[config.mk]
export PLATFORM = sky130hd
export DESIGN_NAME = segment_prefetch_weight_table_flat
export DESIGN_NICKNAME = d
export VERILOG_FILES = /design/src/rtl/spwt_pkg.sv /design/src/rtl/spwt_if.sv /design/src/rtl/spwt_cell.sv /design/src/rtl/spwt_update.sv /design/src/rtl/segment_prefetch_weight_table.sv /design/src/flat_wrapper.sv
export SDC_FILE = /design/constraint.sdc
export NUM_CORES = 2
export LEC_CHECK = 0
export ABC_CLOCK_PERIOD_IN_PS = 10900
export BUFFER_PORTS_ARGS = -buffer_cell sky130_fd_sc_hd__buf_4
export CAP_MARGIN = 20
export CORE_ASPECT_RATIO = 0.6
export CORE_MARGIN = 10
export CORE_UTILIZATION = 40
export DETAILED_ROUTE_END_ITERATION = 16
export HOLD_SLACK_MARGIN = 0.1
export SLEW_MARGIN = 0
export SYNTH_ARGS = -nofsm -noshare
export SYNTH_HDL_FRONTEND = slang
export SYNTH_SLANG_ARGS = --single-unit
[constraint.sdc]
create_clock -name i_clk -period 10.9 [get_ports i_clk]
set_clock_uncertainty 0.05 [all_clocks]
set_input_delay 1.635 -clock i_clk [delete_from_list [all_inputs] [get_ports i_clk]]
set_output_delay 1.635 -clock i_clk [all_outputs]
set_load 0.005 [all_outputs]
[src/rtl/spwt_pkg.sv]
`timescale 1ns / 1ps
// ----------------------------------------------------------------------------
// Segment prefetch weight table package
// Widths, register codes and shared types for the weight table.
// ----------------------------------------------------------------------------
package spwt_pkg;

    localparam int SEGMENTS = 64;
    localparam int IDX_W    = 6;
    localparam int CNT_W    = $clog2(SEGMENTS + 1);
    localparam int W_W      = 16;
    localparam int MAXP_W   = 10;
    localparam int RATE_W   = 8;
    localparam int SCNT_W   = 7;
    localparam int PROD_W   = IDX_W + RATE_W;
    localparam int SUM_W    = W_W + 2;
    localparam int ADDR_W   = 4;
    localparam int DATA_W   = 32;

    localparam logic [1:0] REG_MAX_PRIO  = 2'd0;
    localparam logic [1:0] REG_DECAY     = 2'd1;
    localparam logic [1:0] REG_SEG_COUNT = 2'd2;

    typedef struct packed {
        logic [IDX_W-1:0]  cur;
        logic [IDX_W-1:0]  idx;
        logic [MAXP_W-1:0] max_prio;
        logic [RATE_W-1:0] rate;
    } t_upd_ctrl;

endpackage

[src/rtl/spwt_if.sv]
`timescale 1ns / 1ps
// ----------------------------------------------------------------------------
// Segment prefetch weight table channels
// Valid/ready interfaces for segment events and weight results.
// ----------------------------------------------------------------------------
interface spwt_in_if;
    import spwt_pkg::*;
    logic             valid;
    logic             ready;
    logic [IDX_W-1:0] current_segment;

    modport source (output valid, output current_segment, input ready);
    modport sink   (input valid, input current_segment, output ready);
endinterface

interface spwt_out_if;
    import spwt_pkg::*;
    logic             valid;
    logic             ready;
    logic [IDX_W-1:0] segment_index;
    logic [W_W-1:0]   weight;
    logic             wanted;
    logic             last;

    modport source (output valid, output segment_index, output weight, output wanted,
                    output last, input ready);
    modport sink   (input valid, input segment_index, input weight, input wanted,
                    input last, output ready);
endinterface

[src/rtl/spwt_cell.sv]
`timescale 1ns / 1ps
// ----------------------------------------------------------------------------
// Weight cell
// One stored weight of the ring; takes its neighbor's value on a shift.
// ----------------------------------------------------------------------------
module spwt_cell (
    input  logic                    i_clk,
    input  logic                    i_rst_n,
    input  logic                    i_shift,
    input  logic [spwt_pkg::W_W-1:0] i_d,
    output logic [spwt_pkg::W_W-1:0] o_q
);
    import spwt_pkg::*;

    logic [W_W-1:0] r_q;

    always_ff @(posedge i_clk) begin
        if (!i_rst_n) begin
            r_q <= '0;
        end else if (i_shift) begin
            r_q <= i_d;
        end
    end

    assign o_q = r_q;

endmodule

[src/rtl/spwt_update.sv]
`timescale 1ns / 1ps
// ----------------------------------------------------------------------------
// Weight update unit
// Computes the new weight of the segment at the head of the ring.
// ----------------------------------------------------------------------------
module spwt_update (
    input  spwt_pkg::t_upd_ctrl      i_ctrl,
    input  logic [spwt_pkg::W_W-1:0] i_w,
    output logic [spwt_pkg::W_W-1:0] o_w
);
    import spwt_pkg::*;

    logic [IDX_W-1:0]  gap;
    logic [PROD_W-1:0] prod;
    logic signed [SUM_W-1:0] sum;

    always_comb begin
        if (i_ctrl.idx > i_ctrl.cur) begin
            gap = i_ctrl.idx - i_ctrl.cur;
        end else begin
            gap = i_ctrl.cur - i_ctrl.idx;
        end
        prod = PROD_W'(gap) * PROD_W'(i_ctrl.rate);

        if (i_ctrl.idx == i_ctrl.cur) begin
            sum = $signed(SUM_W'(i_ctrl.max_prio));
        end else if (i_ctrl.idx < i_ctrl.cur) begin
            sum = $signed(SUM_W'(i_w)) - $signed(SUM_W'(prod));
        end else if (prod > PROD_W'({i_ctrl.max_prio, 1'b0})) begin
            // Forward gain bottoms out at minus the maximum priority.
            sum = $signed(SUM_W'(i_w)) - $signed(SUM_W'(i_ctrl.max_prio));
        end else begin
            sum = $signed(SUM_W'(i_w)) + $signed(SUM_W'(i_ctrl.max_prio))
                - $signed(SUM_W'(prod));
        end

        if (sum[SUM_W-1]) begin
            o_w = '0;
        end else if (sum[SUM_W-2:W_W] != '0) begin
            o_w = '1;
        end else begin
            o_w = sum[W_W-1:0];
        end
    end

endmodule

[src/rtl/segment_prefetch_weight_table.sv]
`timescale 1ns / 1ps
// ----------------------------------------------------------------------------
// Segment prefetch weight table
// Keeps one priority weight per segment and rewrites them on each event.
// ----------------------------------------------------------------------------
// Usage:
//   i_in carries one transaction per segment change: the index of the segment
//   now playing. o_out carries one transaction per segment in use, in index
//   order, with its new weight, the wanted flag and last on the final one.
//   Registers (max priority, decay rate, segment count) are to be written over
//   the APB-style port while the block is idle; the block does not enforce it.
//   The weights sit in a ring of SEGMENTS cells that rotates one place per
//   cycle, except while a stall holds it, through a single update unit at its
//   head. Each result is registered in the output register as its segment
//   passes the head, one per cycle while the receiver keeps up. i_in.ready is
//   high again once the ring is back in place after a full turn of rotation.
//   Segments beyond the count pass the update unit unchanged and are not sent.
//   When the receiver stalls, the ring halts whenever it would need to
//   present a new result, so nothing is lost.
//   Reset clears all weights to zero at once and loads the register defaults.
// ----------------------------------------------------------------------------
module segment_prefetch_weight_table (
    input  logic                        i_clk,
    input  logic                        i_rst_n,
    spwt_in_if.sink                     i_in,
    spwt_out_if.source                  o_out,
    input  logic                        psel,
    input  logic                        penable,
    input  logic                        pwrite,
    input  logic [spwt_pkg::ADDR_W-1:0] paddr,
    input  logic [spwt_pkg::DATA_W-1:0] pwdata,
    output logic [spwt_pkg::DATA_W-1:0] prdata,
    output logic                        pready
);
    import spwt_pkg::*;

    logic [MAXP_W-1:0] r_max_prio;
    logic [RATE_W-1:0] r_rate;
    logic [SCNT_W-1:0] r_seg_count;
    logic              r_busy;
    logic [IDX_W-1:0]  r_pos;
    logic [IDX_W-1:0]  r_cur;
    logic              r_out_valid;
    logic [IDX_W-1:0]  r_out_idx;
    logic [W_W-1:0]    r_out_weight;
    logic              r_out_wanted;
    logic              r_out_last;

    logic [CNT_W-1:0]  count_eff;
    logic              emit;
    logic              step;
    logic              is_last;
    logic              wr_en;
    logic [W_W-1:0]    new_w;
    logic [W_W-1:0]    ring_in;
    logic [W_W-1:0]    cell_q [SEGMENTS];
    t_upd_ctrl         ctrl;

    // Configuration port.
    assign pready = 1'b1;
    assign wr_en  = psel && penable && pwrite;

    always_ff @(posedge i_clk) begin
        if (!i_rst_n) begin
            r_max_prio  <= MAXP_W'(10);
            r_rate      <= RATE_W'(3);
            r_seg_count <= SCNT_W'(SEGMENTS);
        end else if (wr_en) begin
            unique case (paddr[3:2])
                REG_MAX_PRIO:  r_max_prio  <= pwdata[MAXP_W-1:0];
                REG_DECAY:     r_rate      <= pwdata[RATE_W-1:0];
                REG_SEG_COUNT: r_seg_count <= pwdata[SCNT_W-1:0];
                default: ;
            endcase
        end
    end

    always_comb begin
        unique case (paddr[3:2])
            REG_MAX_PRIO:  prdata = DATA_W'(r_max_prio);
            REG_DECAY:     prdata = DATA_W'(r_rate);
            REG_SEG_COUNT: prdata = DATA_W'(r_seg_count);
            default:       prdata = '0;
        endcase
    end

    // A count of zero acts as one; anything above the table size is clipped.
    always_comb begin
        if (r_seg_count == '0) begin
            count_eff = CNT_W'(1);
        end else if (r_seg_count > SCNT_W'(SEGMENTS)) begin
            count_eff = CNT_W'(SEGMENTS);
        end else begin
            count_eff = CNT_W'(r_seg_count);
        end
    end

    assign emit    = r_busy && (CNT_W'(r_pos) < count_eff);
    assign is_last = (CNT_W'(r_pos) + CNT_W'(1)) == count_eff;
    assign step    = r_busy && (!emit || !r_out_valid || o_out.ready);

    assign i_in.ready = !r_busy;

    always_ff @(posedge i_clk) begin
        if (!i_rst_n) begin
            r_busy <= 1'b0;
            r_pos  <= '0;
        end else if (i_in.valid && !r_busy) begin
            r_busy <= 1'b1;
            r_pos  <= '0;
        end else if (step) begin
            r_pos <= r_pos + IDX_W'(1);
            if (r_pos == IDX_W'(SEGMENTS - 1)) begin
                r_busy <= 1'b0;
            end
        end
    end

    always_ff @(posedge i_clk) begin
        if (i_in.valid && !r_busy) begin
            r_cur <= i_in.current_segment;
        end
    end

    assign ctrl.cur      = r_cur;
    assign ctrl.idx      = r_pos;
    assign ctrl.max_prio = r_max_prio;
    assign ctrl.rate     = r_rate;

    spwt_update u_update (
        .i_ctrl  (ctrl),
        .i_w     (cell_q[0]),
        .o_w     (new_w)
    );

    assign ring_in = emit ? new_w : cell_q[0];

    for (genvar k = 0; k < SEGMENTS; k++) begin : g_cell
        logic [W_W-1:0] d;
        if (k == SEGMENTS - 1) begin : g_tail
            assign d = ring_in;
        end else begin : g_mid
            assign d = cell_q[k+1];
        end
        spwt_cell u_cell (
            .i_clk   (i_clk),
            .i_rst_n (i_rst_n),
            .i_shift (step),
            .i_d     (d),
            .o_q     (cell_q[k])
        );
    end

    // Output register.
    always_ff @(posedge i_clk) begin
        if (!i_rst_n) begin
            r_out_valid <= 1'b0;
        end else if (step && emit) begin
            r_out_valid <= 1'b1;
        end else if (o_out.ready) begin
            r_out_valid <= 1'b0;
        end
    end

    always_ff @(posedge i_clk) begin
        if (step && emit) begin
            r_out_idx    <= r_pos;
            r_out_weight <= new_w;
            r_out_wanted <= new_w != '0;
            r_out_last   <= is_last;
        end
    end

    assign o_out.valid         = r_out_valid;
    assign o_out.segment_index = r_out_idx;
    assign o_out.weight        = r_out_weight;
    assign o_out.wanted        = r_out_wanted;
    assign o_out.last          = r_out_last;

endmodule

[src/flat_wrapper.sv]
// flat-port wrapper written by rule: the top's interface ports become plain ports
module segment_prefetch_weight_table_flat import spwt_pkg::*;
  (i_clk, i_rst_n, psel, penable, pwrite, paddr, pwdata, prdata, pready, i_in_valid, i_in_current_segment, i_in_ready, o_out_valid, o_out_segment_index, o_out_weight, o_out_wanted, o_out_last, o_out_ready);
  spwt_in_if i_in_i ();
  spwt_out_if o_out_i ();
  input  logic i_clk;
  input  logic i_rst_n;
  input  logic psel;
  input  logic penable;
  input  logic pwrite;
  input  logic [spwt_pkg::ADDR_W-1:0] paddr;
  input  logic [spwt_pkg::DATA_W-1:0] pwdata;
  output logic [spwt_pkg::DATA_W-1:0] prdata;
  output logic pready;
  input wire logic [$bits(i_in_i.valid)-1:0] i_in_valid;
  input wire logic [$bits(i_in_i.current_segment)-1:0] i_in_current_segment;
  output wire logic [$bits(i_in_i.ready)-1:0] i_in_ready;
  output wire logic [$bits(o_out_i.valid)-1:0] o_out_valid;
  output wire logic [$bits(o_out_i.segment_index)-1:0] o_out_segment_index;
  output wire logic [$bits(o_out_i.weight)-1:0] o_out_weight;
  output wire logic [$bits(o_out_i.wanted)-1:0] o_out_wanted;
  output wire logic [$bits(o_out_i.last)-1:0] o_out_last;
  input wire logic [$bits(o_out_i.ready)-1:0] o_out_ready;
  assign i_in_i.valid = i_in_valid;
  assign i_in_i.current_segment = i_in_current_segment;
  assign i_in_ready = i_in_i.ready;
  assign o_out_valid = o_out_i.valid;
  assign o_out_segment_index = o_out_i.segment_index;
  assign o_out_weight = o_out_i.weight;
  assign o_out_wanted = o_out_i.wanted;
  assign o_out_last = o_out_i.last;
  assign o_out_i.ready = o_out_ready;
  segment_prefetch_weight_table u_core (.i_clk(i_clk), .i_rst_n(i_rst_n), .i_in(i_in_i), .o_out(o_out_i), .psel(psel), .penable(penable), .pwrite(pwrite), .paddr(paddr), .pwdata(pwdata), .prdata(prdata), .pready(pready));
endmodule
==> summary.md <==
| Metric | Value |
|---|---|
| Largest net degree at the start of global routing | `290` |
| Max VDD drop | `0.112 mV` |
| Critical Path Start | `u_core.r_pos[0]$_SDFFE_PP0P_` |
| Crit path top cell by count | `buf_4` |
| Startpoint types | `register` |
| Die Wd | `454 um` |
| Most used flip-flop cell after synthesis | `dfxtp_1` |
| Die area | `127000 um2` |
| DRT antenna net count | `0` |
| CTS HTree Levels | `3` |
| Simple-Gate Fraction of Synth Area | `20.1%` |
| Final instance area | `50300 um2` |
| Die height | `280 um` |
| Post-Syn Area | `45200 um2` |
| Setup TNS | `0 ns` |
| Part of the cycle the worst path needs | `86.6%` |
| Critical path's slowest cell | `fa_1` |
| FP Rows | `95` |
| Max Cap Violations | `0` |
| Worst-path clk slew | `0.07 ns` |
| Clk_lat worst skew | `0.71 ns` |
| Compound-Gate Fraction of Synth Area | `20.5%` |
| Nets | `5465` |
| Final hold violations | `0` |
| Root buf cell | `clkbuf_16` |
| Critical Path RT | `11.30 ns` |
| Arrival @ worst endpoint | `9.84 ns` |
| Synth Register Bits | `1087` |
| Clock sinks | `1087` |
| DR vias | `33.4k` |
| R2R Path Start | `u_core.r_pos[0]$_SDFFE_PP0P_` |
| Grt total ovfl | `0` |
| Worst Setup End Kind | `register` |
| Post-layout util | `44.9%` |
| Ys async rst share | `0%` |
| Endpoints failing setup | `0` |
| Final std cells w/o fill | `6871` |
| Starting density of the core | `40.4%` |
| Seq/Total Area, Yosys | `48.8%` |
| Max-slew violation count | `0` |
| Worst Max-Slew Pin Slew | `1.18 ns` |
| Dpl ws | `1.21 ns` |
| Post-synth EDFFs | `30` |
| Synth top area share | `46.8%` |
| Hold_buf cts | `0` |
| Most frequent cell after synthesis | `nand2_1` |
| DR vias/cell | `4.85` |
| CP Max Fanout | `12` |
| Hold WC Path Type | `register to register` |
| Gate Count Post-Synth | `5400` |
| Io pins | `108` |
| DR iter-0 viols | `2614` |
| Max clock buf depth | `3` |
| CTS tree | `yes` |
| Drt pass-1 iters | `7` |
| Setup Buffers After CTS | `0` |
| Routed wire length | `96.5 mm` |
| Initial antenna violation count | `1` |
| Largest family of logic cells by synthesized area | `compound AO/OA/AOI/OAI gates` |
| Crit Path Class | `register to register` |
| Total core area | `112000 um2` |
| Yosys top cell by area | `dfxtp_1` |
| Post-synthesis mux area share | `0.780%` |
| Pwr Density | `172 nW/um2` |
| First-pass GRT wire length | `160 mm` |
| Post-placement cell count | `6686` |
| CTS Buf Count | `102` |
| Status | `completed` |
| Commonest cells post-synth | `2124 x nand2_1, 1057 x dfxtp_1, 954 x a21boi_0` |
| Period minus WS final | `9.44 ns` |
| Final WS setup | `1.46 ns` |
| Share of layout cells above drive strength 1 | `6.50%` |
| Gr usage total | `14.8%` |
| Area growth syn-to-layout | `11.3%` |
| Adder-cell share of the synthesized area | `4.30%` |
| Worst Hold Launch | `u_core.g_cell[34].u_cell.o_q[7]$_SDFFE_PN0P_` |
| Leak | `17.0 nW` |
| Total chip power | `8.66 mW` |
| Max Clock Freq | `0.106 GHz` |
| Hold_ws | `0.387 ns` |
| Synth top area cells | `dfxtp_1 47%, nand2_1 18%, a21boi_0 16%` |
| Distinct cell type count after synthesis | `77` |
| Slew HR | `21.0%` |
| I/O Buffers | `60` |
| Vias in the first global route | `30.8k` |
| Synthesis Warnings | `0` |
| Slowest stage delay, CP | `0.56 ns` |
| DR DRC count | `0` |
| XOR/XNOR Fraction of Synth Area | `1.27%` |
| Gates resized, CTS repair | `0` |
| DP Area | `46900 um2` |
| Final Wtd Congestion | `0.854` |
| Syn_area_per_cell | `8.38 um2` |
| Wire per inst | `14.0 um` |
| RSZ-0062 raised after global routing | `no` |
| HPWL Detailed | `59.2 mm` |
| Flop2flop setup slack | `1.46 ns` |
==> final timing paths <==
check,end,cells past startpoint
setup / recovery,u_core.o_out.wanted$_DFFE_PP_,41
hold / removal,u_core.g_cell[33].u_cell.o_q[7]$_SDFFE_PN0P_,2
setup reg to reg,u_core.o_out.wanted$_DFFE_PP_,41
hold reg to reg,u_core.g_cell[33].u_cell.o_q[7]$_SDFFE_PN0P_,2
==> cell type report <==
type                    count  area (um2)
inverters                  92         345
clock buffers             142        2920
clock inverters            41         523
flip-flops and latches   1087       22100
well taps                1503        1880
fillers                 11100       61700
repair buffers            159        1280
multi-input cells        3846       21300
diodes                      1        2.50
==> per-layer routing <==
metal / part of all wire [%] / routed length, um / vias up / track usage, %
met5: 0 / 0 / - / 0
met4: 1.9 / 1830 / 0 / 3.51
met1: 55 / 53400 / 15500 / 23.1
met2: 38 / 36500 / 386 / 19.9
met3: 4.9 / 4700 / 132 / 3.37
li1: - / - / 17300 / -
==> power by group <==
| part | switching (mW) | internal, mW |
|---|---|---|
| registers | 0.0153 | 4.00 |
| logic | 0.586 | 0.392 |
| clock network | 1.57 | 2.09 |
| total | 2.17 | 6.49 |
==> kinds of logic after synthesis <==
logic type      count (synthesis)
mux                            35
compound gates               1271
buf+inv                       488
flops                        1087
other cells                     2
xor+xnor                       63
simple gates                 2321
fa+ha+maj                     133
==> state kept, by name, indices dropped and copies added (netlist names) <==
signal	count
u_core.r_cur	6
u_core.o_out.wanted	1
u_core.o_out.segment_index	6
u_core.o_out.last	1
u_core.o_out.weight	16
u_core.r_busy	1
u_core.r_pos	6
u_core.r_rate	8
u_core.o_out.valid	1
u_core.r_seg_count	7
u_core.g_cell.u_cell.o_q	1024
u_core.r_max_prio	10
==> critical path, delay by kind of cell, from the launching register on <==
kind                       cells  cell delay [ns]
adders and majority gates      7             2.82
AOI/OAI and AO/OA             13             2.63
and+or+nand+nor                9             1.62
buffers and inverters          9             1.18
xor gates and xnor gates       2             0.40
DFF                            1             0.36
muxes                          1             0.11
==> cells in the final DEF (no fill, tap or decap), drive strengths merged, types with 14 or more instances in the layout <==
cell type / n
o21a: 15
nand3: 19
xor2: 18
nor3: 16
a21o: 14
o21ai: 58
and2: 34
clkinv: 23
edfxtp: 30
nand2b: 17
nor2: 43
inv: 99
fa: 39
a21boi: 1018
ha: 89
xnor2: 44
clkbuf: 142
nand2: 2124
buf: 159
mux2i: 33
nor2b: 31
dfxtp: 1057
a21oi: 84
conb: 23
Note: power is estimated with default switching activity, not from simulation.
